<file path="config.mk">
export PLATFORM = sky130hd
export DESIGN_NAME = lmbsd_out_fifo_flat
export DESIGN_NICKNAME = d
export VERILOG_FILES = /design/src/sv/led_matrix_bcm_scan_driver_unit_defines.svh /design/src/sv/lmbsd_pkg.sv /design/src/sv/lmbsd_stream_if.sv /design/src/sv/lmbsd_out_fifo.sv /design/src/flat_wrapper.sv
export SDC_FILE = /design/constraint.sdc
export NUM_CORES = 1
export LEC_CHECK = 0
export BUFFER_PORTS_ARGS = -buffer_cell sky130_fd_sc_hd__buf_2
export CAP_MARGIN = 30
export CORE_AREA = 4 4 41 43
export DETAILED_ROUTE_END_ITERATION = 10
export DIE_AREA = 0 0 45 47
export SYNTH_ARGS = -nofsm -noshare
export SYNTH_HDL_FRONTEND = slang
export SYNTH_SLANG_ARGS = --single-unit
</file>
<file path="constraint.sdc">
create_clock -name clk -period 4.65 [get_ports clk]
set_clock_uncertainty 0.15 [all_clocks]
set_input_delay 0.6975 -clock clk [delete_from_list [all_inputs] [get_ports clk]]
set_output_delay 0.6975 -clock clk [all_outputs]
set_load 0.005 [all_outputs]
</file>
<file path="src/sv/led_matrix_bcm_scan_driver_unit_defines.svh">
// Assertion macros shared by the scan driver RTL.
`ifndef LED_MATRIX_BCM_SCAN_DRIVER_UNIT_DEFINES_SVH
`define LED_MATRIX_BCM_SCAN_DRIVER_UNIT_DEFINES_SVH

// Same-cycle implication, disabled while reset is asserted.
`define LMBSD_ASSERT_IMPL(label, clk, rst_n, ante, cons, msg) \
  label: assert property (@(posedge clk) disable iff (!rst_n) (ante) |-> (cons)) \
    else $error(msg);

// Next-cycle implication, disabled while reset is asserted.
`define LMBSD_ASSERT_NEXT(label, clk, rst_n, ante, cons, msg) \
  label: assert property (@(posedge clk) disable iff (!rst_n) (ante) |=> (cons)) \
    else $error(msg);

`endif

</file>
<file path="src/sv/lmbsd_pkg.sv">
// Types and constants of the LED matrix scan driver.
package lmbsd_pkg;

  // Command codes of an input beat
  typedef enum logic [1:0] {
    CMD_WRITE = 2'd0,
    CMD_FLIP  = 2'd1,
    CMD_TICK  = 2'd2
  } cmd_t;

  // Brightness register
  localparam int unsigned BRIGHT_W     = 5;
  localparam logic [BRIGHT_W-1:0] BRIGHT_RESET = 5'd10;
  localparam logic [BRIGHT_W-1:0] BRIGHT_MIN   = 5'd2;
  localparam logic [BRIGHT_W-1:0] BRIGHT_MAX   = 5'd30;

  // Field widths of the beats
  localparam int unsigned ROW_IN_W = 3;
  localparam int unsigned COL_IN_W = 5;
  localparam int unsigned CODE_W   = 8;
  localparam int unsigned LS_W     = 3;
  localparam int unsigned PLANE_W  = 3;
  localparam int unsigned BIT_W    = 3;

  // Output queue
  localparam int unsigned FIFO_DEPTH = 3;
  localparam int unsigned FIFO_PTR_W = 2;

  typedef struct packed {
    cmd_t                command;
    logic [ROW_IN_W-1:0] row;
    logic [COL_IN_W-1:0] column;
    logic [CODE_W-1:0]   red;
    logic [CODE_W-1:0]   green;
    logic [CODE_W-1:0]   blue;
  } in_beat_t;

  typedef struct packed {
    logic               red_bit;
    logic               green_bit;
    logic               blue_bit;
    logic [LS_W-1:0]    line_select;
    logic               latch;
    logic               blank;
    logic [PLANE_W-1:0] plane;
  } out_beat_t;

  typedef struct packed {
    logic [CODE_W-1:0] red;
    logic [CODE_W-1:0] green;
    logic [CODE_W-1:0] blue;
  } pix_t;

  localparam int unsigned PIX_W = $bits(pix_t);

endpackage

</file>
<file path="src/sv/lmbsd_stream_if.sv">
// Valid/ready stream interface carrying one beat of type T.
interface lmbsd_stream_if #(
  parameter type T = logic
);
  logic valid;
  logic ready;
  T     data;

  modport source (output valid, output data, input ready);
  modport sink   (input valid, input data, output ready);
endinterface

</file>
<file path="src/sv/lmbsd_out_fifo.sv">
// Three-entry output queue that decouples result beats from the sink.
module lmbsd_out_fifo (
  input  logic                                 clk,
  input  logic                                 rst_n,
  input  logic                                 push,
  input  lmbsd_pkg::out_beat_t                 push_data,
  lmbsd_stream_if.source                       out_ch,
  output logic [lmbsd_pkg::FIFO_PTR_W-1:0]     level
);
  import lmbsd_pkg::*;

  out_beat_t             mem_r [FIFO_DEPTH];
  logic [FIFO_PTR_W-1:0] wr_ptr_r, wr_ptr_nxt;
  logic [FIFO_PTR_W-1:0] rd_ptr_r, rd_ptr_nxt;
  logic [FIFO_PTR_W-1:0] level_r, level_nxt;
  logic                  pop;

  assign pop = out_ch.valid && out_ch.ready;

  // Advance pointers with wrap, track fill level
  always_comb begin
    wr_ptr_nxt = wr_ptr_r;
    rd_ptr_nxt = rd_ptr_r;
    level_nxt  = level_r;
    if (push) begin
      wr_ptr_nxt = (wr_ptr_r == FIFO_PTR_W'(FIFO_DEPTH - 1)) ? '0
                   : wr_ptr_r + FIFO_PTR_W'(1);
    end
    if (pop) begin
      rd_ptr_nxt = (rd_ptr_r == FIFO_PTR_W'(FIFO_DEPTH - 1)) ? '0
                   : rd_ptr_r + FIFO_PTR_W'(1);
    end
    if (push && !pop) begin
      level_nxt = level_r + FIFO_PTR_W'(1);
    end else if (pop && !push) begin
      level_nxt = level_r - FIFO_PTR_W'(1);
    end
  end

  always_ff @(posedge clk) begin
    if (!rst_n) begin
      wr_ptr_r <= '0;
      rd_ptr_r <= '0;
      level_r  <= '0;
    end else begin
      wr_ptr_r <= wr_ptr_nxt;
      rd_ptr_r <= rd_ptr_nxt;
      level_r  <= level_nxt;
    end
  end

  // Store beats
  always_ff @(posedge clk) begin
    if (push) begin
      mem_r[wr_ptr_r] <= push_data;
    end
  end

  assign out_ch.valid = (level_r != '0);
  assign out_ch.data  = mem_r[rd_ptr_r];
  assign level        = level_r;
endmodule
</file>
<file path="src/flat_wrapper.sv">
// flat-port wrapper written by rule: the top's interface ports become plain ports
module lmbsd_out_fifo_flat import lmbsd_pkg::*;
  (clk, rst_n, push, push_data, level, out_ch_valid, out_ch_data, out_ch_ready);
  lmbsd_stream_if out_ch_i ();
  input  logic clk;
  input  logic rst_n;
  input  logic push;
  input  lmbsd_pkg::out_beat_t push_data;
  output logic [lmbsd_pkg::FIFO_PTR_W-1:0] level;
  output wire logic [$bits(out_ch_i.valid)-1:0] out_ch_valid;
  output wire logic [$bits(out_ch_i.data)-1:0] out_ch_data;
  input wire logic [$bits(out_ch_i.ready)-1:0] out_ch_ready;
  assign out_ch_valid = out_ch_i.valid;
  assign out_ch_data = out_ch_i.data;
  assign out_ch_i.ready = out_ch_ready;
  lmbsd_out_fifo u_core (.clk(clk), .rst_n(rst_n), .push(push), .push_data(push_data), .out_ch(out_ch_i), .level(level));
endmodule
</file>
After elaboration in Yosys (flattened, before gate mapping)
Memory sizes are Yosys's and may differ from the RTL's. A register that Yosys moved wholly into a read port is not among the register bits.
Cells that the tools add are included.
{ "op_classes": {"addsub": 4, "n_eq_ne": 2, "muxes": 8, "reduce_logical": 7} }
{ "op_table": {"columns": ["operator", "n"], "rows": [
  ["2-bit 2-to-1 mux", 6],
  ["2-bit by 1-bit adder with 2-bit output (second input constant)", 3],
  ["2-bit equality test (second input constant)", 2],
  ["2-bit nonzero test", 2],
  ["1-bit logical AND", 3],
  ["1-bit zero test", 2],
  ["1-bit 2-to-1 mux", 2],
  ["2-bit by 1-bit subtractor with 2-bit output (second input constant)", 1]
]} }
{ "totals": {"regBits": 6, "ram_bits": 33, "elab_cells": 25, "mem_count": 1} }
{ "memory_table": {"columns": ["name", "words", "word_bits", "read_ports", "rd_clocked_by_memory_dff", "wr", "line", "rtl"], "rows": [
  ["u_core.mem_r", 3, 11, 1, 1, 1, "lmbsd_out_fifo.sv:12", "out_beat_t mem_r [FIFO_DEPTH];"]
]} }

Logic depth before layout (Yosys ltp)
Gate-level depths: netlist of the first run.
{ "depth": {"ltp_word": 5, "mapped_depth": 5, "mapped_depth_nobuf": 5} }

Least setup slack after synthesis of the first run
No wires, ideal clock.
{ "synth_path": {"path_type": "input port to flip-flop", "start": "input out_ch_ready", "end": "register u_core.level_r[1] (netlist: u_core.level[1])", "setup_ps": 70, "arrival_ps": 1543, "t_required_ps": 4430, "slack_ps": 2887, "cell_stages": 4, "cell_sequence": "o21ai_2 > ha_1 > or3_1 > a21boi_1"} }
{ "synth_between": {"elab_chain_len": 4, "elab_cells_between_ends": 6} }
{ "synth_rtl": {"columns": ["item", "line", "rtl"], "rows": [
  ["start, declared", "flat_wrapper.sv:12", "input wire logic [$bits(out_ch_i.ready)-1:0] out_ch_ready;"],
  ["1-bit logical AND *", "lmbsd_out_fifo.sv:18", "assign pop = out_ch.valid && out_ch.ready;"],
  ["1-bit zero test", "lmbsd_out_fifo.sv:33", "if (push && !pop) begin"],
  ["1-bit logical AND", "lmbsd_out_fifo.sv:33", null],
  ["2-bit 2-to-1 mux / 2-bit nonzero test (equally long branches)", null, null],
  ["end signal, assigned", "lmbsd_out_fifo.sv:48", "level_r <= level_nxt;"],
  ["end, declared", "lmbsd_out_fifo.sv:15", "logic [FIFO_PTR_W-1:0] level_r, level_nxt;"]
]} }
Mark *: on every way between the ends. The rest lies on a longest branch, timed or not.
A chain may end at the register's enable or synchronous reset.

Worst setup path after layout of the first run
{ "layout_path": {"start": "register u_core.level_r[0] (netlist: u_core.level[0])", "end": "output out_ch_valid"} }
{ "layout_between": {"elab_chain_len": 1} }
{ "layout_rtl": {"columns": ["item", "line", "rtl"], "rows": [
  ["2-bit nonzero test", "lmbsd_out_fifo.sv:59", "assign out_ch.valid = (level_r != '0);"],
  ["end, declared", "flat_wrapper.sv:10", "output wire logic [$bits(out_ch_i.valid)-1:0] out_ch_valid;"]
]} }
No other way between the ends.

==> impl_metrics.json, run 1 <==
{
  "outcome": "complete, no violations",
  "drcViolationCount": 0,
  "chipWidth_um": 45,
  "antenna_cells": 0,
  "critPathMaxStageDelay_ns": 0.36,
  "crit_path_end": "out_ch_valid",
  "rsz0062_at_grt": "false",
  "cts_tree": "done",
  "max-cap-violations": 0,
  "clk_path_buf_depth": 2,
  "holdCritPathClass": "register to register",
  "drive_gt1_frac": 0.2449,
  "startpoint": "u_core.level[0]$_SDFFE_PN0P_",
  "postCtsSetupBuffers": 0,
  "viasPerCell": 4.453,
  "crit_slowest_cell": "dfxtp_1",
  "ant_nets": 0,
  "track_usage": 0.07034,
  "grt_max_degree": 7,
  "finalHoldViolCount": 0,
  "fin_crit_ns": 1.819,
  "cp_max_fo": 5,
  "dieHeight_um": 47,
  "reg2reg_slack_ns": 3.04,
  "synth_most_common_cell": "dfxtp_1",
  "finalMaxSlewViolations": 0,
  "port_buffers": 8,
  "power_uw": 268.9,
  "pre_cts_ws_ns": 2.748,
  "period_share": 0.3912,
  "cts_made_buffers": 3,
  "drtIter0Drc": 0,
  "ys_seq_elements": 11,
  "dieArea_mm2": 0.002115,
  "reg2reg_from": "u_core.level[0]$_SDFFE_PN0P_",
  "core-area_mm2": 0.001301,
  "wire_per_inst_um": 9.047,
  "clk_latency_ns": 0.26,
  "critPathCaptureType": "output pin",
  "tns_ns": 0,
  "fin_nets": 66,
  "ys_types": 20,
  "dr.pass1.iters": 1,
  "antenna_found_initial": 0,
  "gp_congestion": 0.6552,
  "postCtsHoldBufs": 0,
  "place_area_um2": 486.7,
  "reg2reg_to": "u_core.level[1]$_SDFFE_PN0P_",
  "nFillCells": 136,
  "ys_top_cells_by_area": "dfxtp_1, edfxtp_1, a21boi_1, nand2_1, o21a_1",
  "start_util": 0.3288,
  "vias": 285,
  "cp.arrival_ns": 0.97,
  "worstMarginPinSlew_ns": 0.2822,
  "avgSynthCellArea_um2": 11.57,
  "htree_levels": 1,
  "worst-path-stages": 2,
  "slew_headroom": 0.8114,
  "syn-instance-count": 37,
  "reg2reg_depth": 4,
  "synth_nets": 53,
  "peakVddDrop_mv": 0.2231,
  "grt_first_pass_wirelength_mm": 1.014,
  "netlist_area_um2": 427.9,
  "wl_um": 579,
  "fin_ws_ns": 2.831,
  "area_delta_synth_final_pct": 19.88,
  "ioPinCount": 19,
  "seq_area_frac_synth": 0.5848,
  "final_design_area_no_fill_um2": 513.0,
  "synth_edf_count": 3,
  "rows": 13,
  "multi_input_area_um2": 177.7,
  "ys_warn_count": 0,
  "cts_resized": 0,
  "async_flop_share": 0,
  "register_area_um2": 250.2,
  "synth_top_area_share": 0.3743,
  "synth_common_cells": "dfxtp_1, nand2_1, a21boi_1, edfxtp_1",
  "grt_pass1_vias": 253,
  "cts_sinks": 11,
  "setup_violations": 0,
  "fmax_ghz": 0.5498,
  "power_leakage_uw": 0.0002059,
  "synth_top_area_cell": "dfxtp_1",
  "path_clk_slew_ns": 0.06,
  "power.density_mw_per_mm2": 524.2,
  "hp-start": "u_core.rd_ptr_r[1]$_SDFFE_PN0P_",
  "crit_family": "flip-flops",
  "worstPathCellList": "or2_1, buf_2",
  "cts_root_buffer": "clkbuf_4",
  "postSynth.topFlopCell": "dfxtp_1",
  "grt_overflow": 0,
  "path_buf_inv": 1,
  "crit_type": "register to output pin",
  "worst_setup_path_start_kind": "register",
  "cp_data_required_time_ns": 3.80
}
-- report_power, final --
part	internal, uW	total (uW)	switching, uW
registers	117	134	16.4
clock network	33.0	60.0	26.9
logic	42.9	75.1	32.2
-- how the worst min path moves through the flow --
stage                                            to  slack, ns  cells after the start
finish                                     register       0.33                      2
global route        u_core.rd_ptr_r[1]$_SDFFE_PN0P_       0.37                      2
CTS                 u_core.rd_ptr_r[0]$_SDFFE_PN0P_       0.34                      2
detailed placement  u_core.rd_ptr_r[0]$_SDFFE_PN0P_       0.33                      2
global placement    u_core.rd_ptr_r[1]$_SDFFE_PN0P_       0.33                      2
floorplan                                  register       0.30                      2
-- per-layer routing --
| metal | track usage | share of wire | routed length [um] | vias up |
|---|---|---|---|---|
| met3 | 0.06130 | 0.060 | 35 | 0 |
| li1 | - | - | - | 152 |
| met4 | 0.01754 | 0 | 0 | 0 |
| met1 | 0.07059 | 0.47 | 275 | 129 |
| met2 | 0.1102 | 0.46 | 267 | 4 |
| met5 | 0 | 0 | 0 | - |
-- cell usage in the layout (no fill, tap or decap), drive strengths merged, types with 2 or more instances in the layout --
cell,netlist,routed
edfxtp,3,3
buf,0,8
nand2,4,4
o21a,2,2
or3,2,2
a21boi,3,3
o21ai,3,3
dfxtp,8,8
clkbuf,0,4
nor2b,2,2
-- cells by family after synthesis --
family	Yosys count	synth area share
AND/OR/NAND/NOR	14	0.1901
flip-flops	11	0.5848
AO/OA/AOI/OAI	8	0.1315
XOR/XNOR	2	0.04094
multiplexers	1	0.02339
adder cells (fa/ha/maj)	1	0.02924
-- stage by stage --
step | utilization | instances | hold slack, ns
finish | 0.3942 | 64 | 0.3337
global route | 0.3942 | 64 | 0.3665
CTS | 0.3942 | 64 | 0.3394
detailed placement | 0.3740 | 60 | 0.3293
global placement | 0.3740 | 60 | 0.3253
floorplan | - | 37 | 0.3010
-- area by class of cell --
type / count / area share
repair buffers: 8 / 0.07805
flip-flops and latches: 11 / 0.4878
multi-input cells: 26 / 0.3463
well taps: 15 / 0.03659
clock buffers: 4 / 0.05122
-- tightest hold or removal path, cell delays in order (launching register included) --
cell	delay, ns
dfxtp_1	0.31
nand2_1	0.06
a21boi_1	0.06
No activity file was read; power rests on OpenSTA's default activity.
==> inputs of run 2 (changes only) <==
==> constraint.sdc (replaced) <==
create_clock -name clk -period 1.6 [get_ports clk]
set_clock_uncertainty 0.15 [all_clocks]
set_input_delay 0.24 -clock clk [delete_from_list [all_inputs] [get_ports clk]]
set_output_delay 0.24 -clock clk [all_outputs]
set_load 0.005 [all_outputs]
==> run 2 against run 1 <==
Against the previous run:
- final area grew 6.8%
- utilization grew 2.7 points
- die area is the same
- register-to-register slack lost 2.9 ns
- sequential power grew to 2.8 times the previous value
- first-iteration DRC count grew 3
- via count grew 4.9%
- sequential cell count is the same
- sequential share of layout area shrank 3.1 points
- global-route usage grew 1.2 points
- routed wire length grew 21%
- critical path type is now register to register
==> impl_metrics.json, run 2 (synthesized netlist as in run 1, its figures left out) <==
{
  "worstMarginPinSlew_ns": 0.2799,
  "layout_common_cells": "dfxtp_1, buf_2, nand2_1",
  "cts_tree": "done",
  "peakVddDrop_mv": 0.7138,
  "place_area_um2": 501.7,
  "wire_per_inst_um": 10.46,
  "dr.pass1.iters": 4,
  "crit_type": "register to register",
  "grt_first_pass_wirelength_mm": 1.166,
  "finalHoldViolCount": 0,
  "vias": 299,
  "fin_ws_ns": 0.1108,
  "fin_nets": 69,
  "outcome": "complete, no violations",
  "fmax_ghz": 0.6715,
  "final_design_area_no_fill_um2": 548.0,
  "wl_met3_um": 31,
  "period_share": 0.9307,
  "tns_ns": 0,
  "pre_cts_ws_ns": 0.02536,
  "viasPerCell": 4.463,
  "drtIter0Drc": 3,
  "drt-met1-wl_um": 310,
  "ioPinCount": 19,
  "worst_setup_path_start_kind": "register",
  "rsz0062_at_grt": "false",
  "crit_family": "simple AND/OR/NAND/NOR gates",
  "area_delta_synth_final_pct": 28.07,
  "dieArea_mm2": 0.002115,
  "cts_sinks": 11,
  "slew_headroom": 0.8130,
  "final_util": 0.4212,
  "core-area_mm2": 0.001301,
  "top_layer": "met3",
  "critPathMaxStageDelay_ns": 0.37,
  "track_usage": 0.08220,
  "cp_data_required_time_ns": 1.65,
  "gp_congestion": 0.6315,
  "dieHeight_um": 47,
  "cts_root_buffer": "clkbuf_4",
  "path_buf_inv": 0,
  "critPathCaptureType": "register",
  "clk_path_buf_depth": 2,
  "dr_wl_met2_um": 359,
  "wl_um": 701,
  "path_clk_slew_ns": 0.07,
  "htree_levels": 1,
  "finalMaxSlewViolations": 0,
  "power_uw": 864.2,
  "start_util": 0.3288,
  "drive_gt1_frac": 0.3077,
  "postCtsHoldBufs": 0,
  "worstPathCellList": "o21ai_2, ha_4, or3_1, a21boi_1",
  "fin_crit_ns": 1.489,
  "setup_violations": 0,
  "grt_max_degree": 7,
  "antenna_cells": 0,
  "cp.arrival_ns": 1.54,
  "grt_overflow": 0,
  "rows": 13,
  "cp_max_fo": 3,
  "drcViolationCount": 0,
  "max-cap-violations": 0,
  "power_leakage_uw": 0.0002213,
  "ant_nets": 0,
  "power.density_mw_per_mm2": 1577,
  "clk_latency_ns": 0.26,
  "crit_slowest_cell": "or3_1",
  "chipWidth_um": 45,
  "cts_made_buffers": 3,
  "antenna_found_initial": 0,
  "port_buffers": 8,
  "grt_pass1_vias": 279,
  "holdCritPathClass": "input pin to register"
}
-- run 2: cell types whose count changed in the layout (fill, tap and decap cells not counted) --
cell / change
ha_4: +1
buf_4: +3
ha_1: -1
-- run 2: layout make-up --
class,count,area [um^2]
Fill cell,135,753.2
Sequential cell,11,250.2
Multi-Input combinational cell,26,190.2
Timing Repair Buffer,11,62.56
Clock buffer,4,26.28
Tap cell,15,18.77
-- run 2: metrics by stage --
| stage | cells | hold slack [ns] |
|---|---|---|
| 5_1_grt | 67 | 0.01821 |
| 3_5_place_dp | 62 | 0.2996 |
| 4_1_cts | 67 | 0.01938 |
| 6_report | 67 | 0.02507 |
| 2_1_floorplan | 37 | 0.1889 |
| 3_3_place_gp | 62 | 0.2940 |
-- run 2: worst paths after layout --
path                                                 startpoint                              end  cells past startpoint  slack [ns]
worst max-delay path               u_core.level[1]$_SDFFE_PN0P_     u_core.level[1]$_SDFFE_PN0P_                      4        0.11
worst min-delay path                               push_data[0]     u_core.mem_r[0][0]$_DFFE_PP_                      1        0.03
worst max register to register     u_core.level[1]$_SDFFE_PN0P_     u_core.level[1]$_SDFFE_PN0P_                      4        0.11
worst min register to register  u_core.rd_ptr_r[1]$_SDFFE_PN0P_  u_core.rd_ptr_r[1]$_SDFFE_PN0P_                      2        0.34
-- run 2: power breakdown --
group	total [uW]	internal [uW]	leakage, uW	switching, uW
Clock	185	96.4	0.0000150	88.1
Combinational	308	178	0.000113	129
Sequential	372	341	0.0000934	30.9
-- run 2: routing by layer --
metal,vias up,global-route usage
met5,-,0
met4,0,0.08772
met3,0,0.02682
met2,7,0.1243
met1,131,0.08665
li1,161,-
-- run 2: repair_timing --
item,4_1_cts,5_1_grt
setup buffers,1,0
gates resized for setup,0,1
endpoints found under the setup margin,1,1
pin swaps,1,0
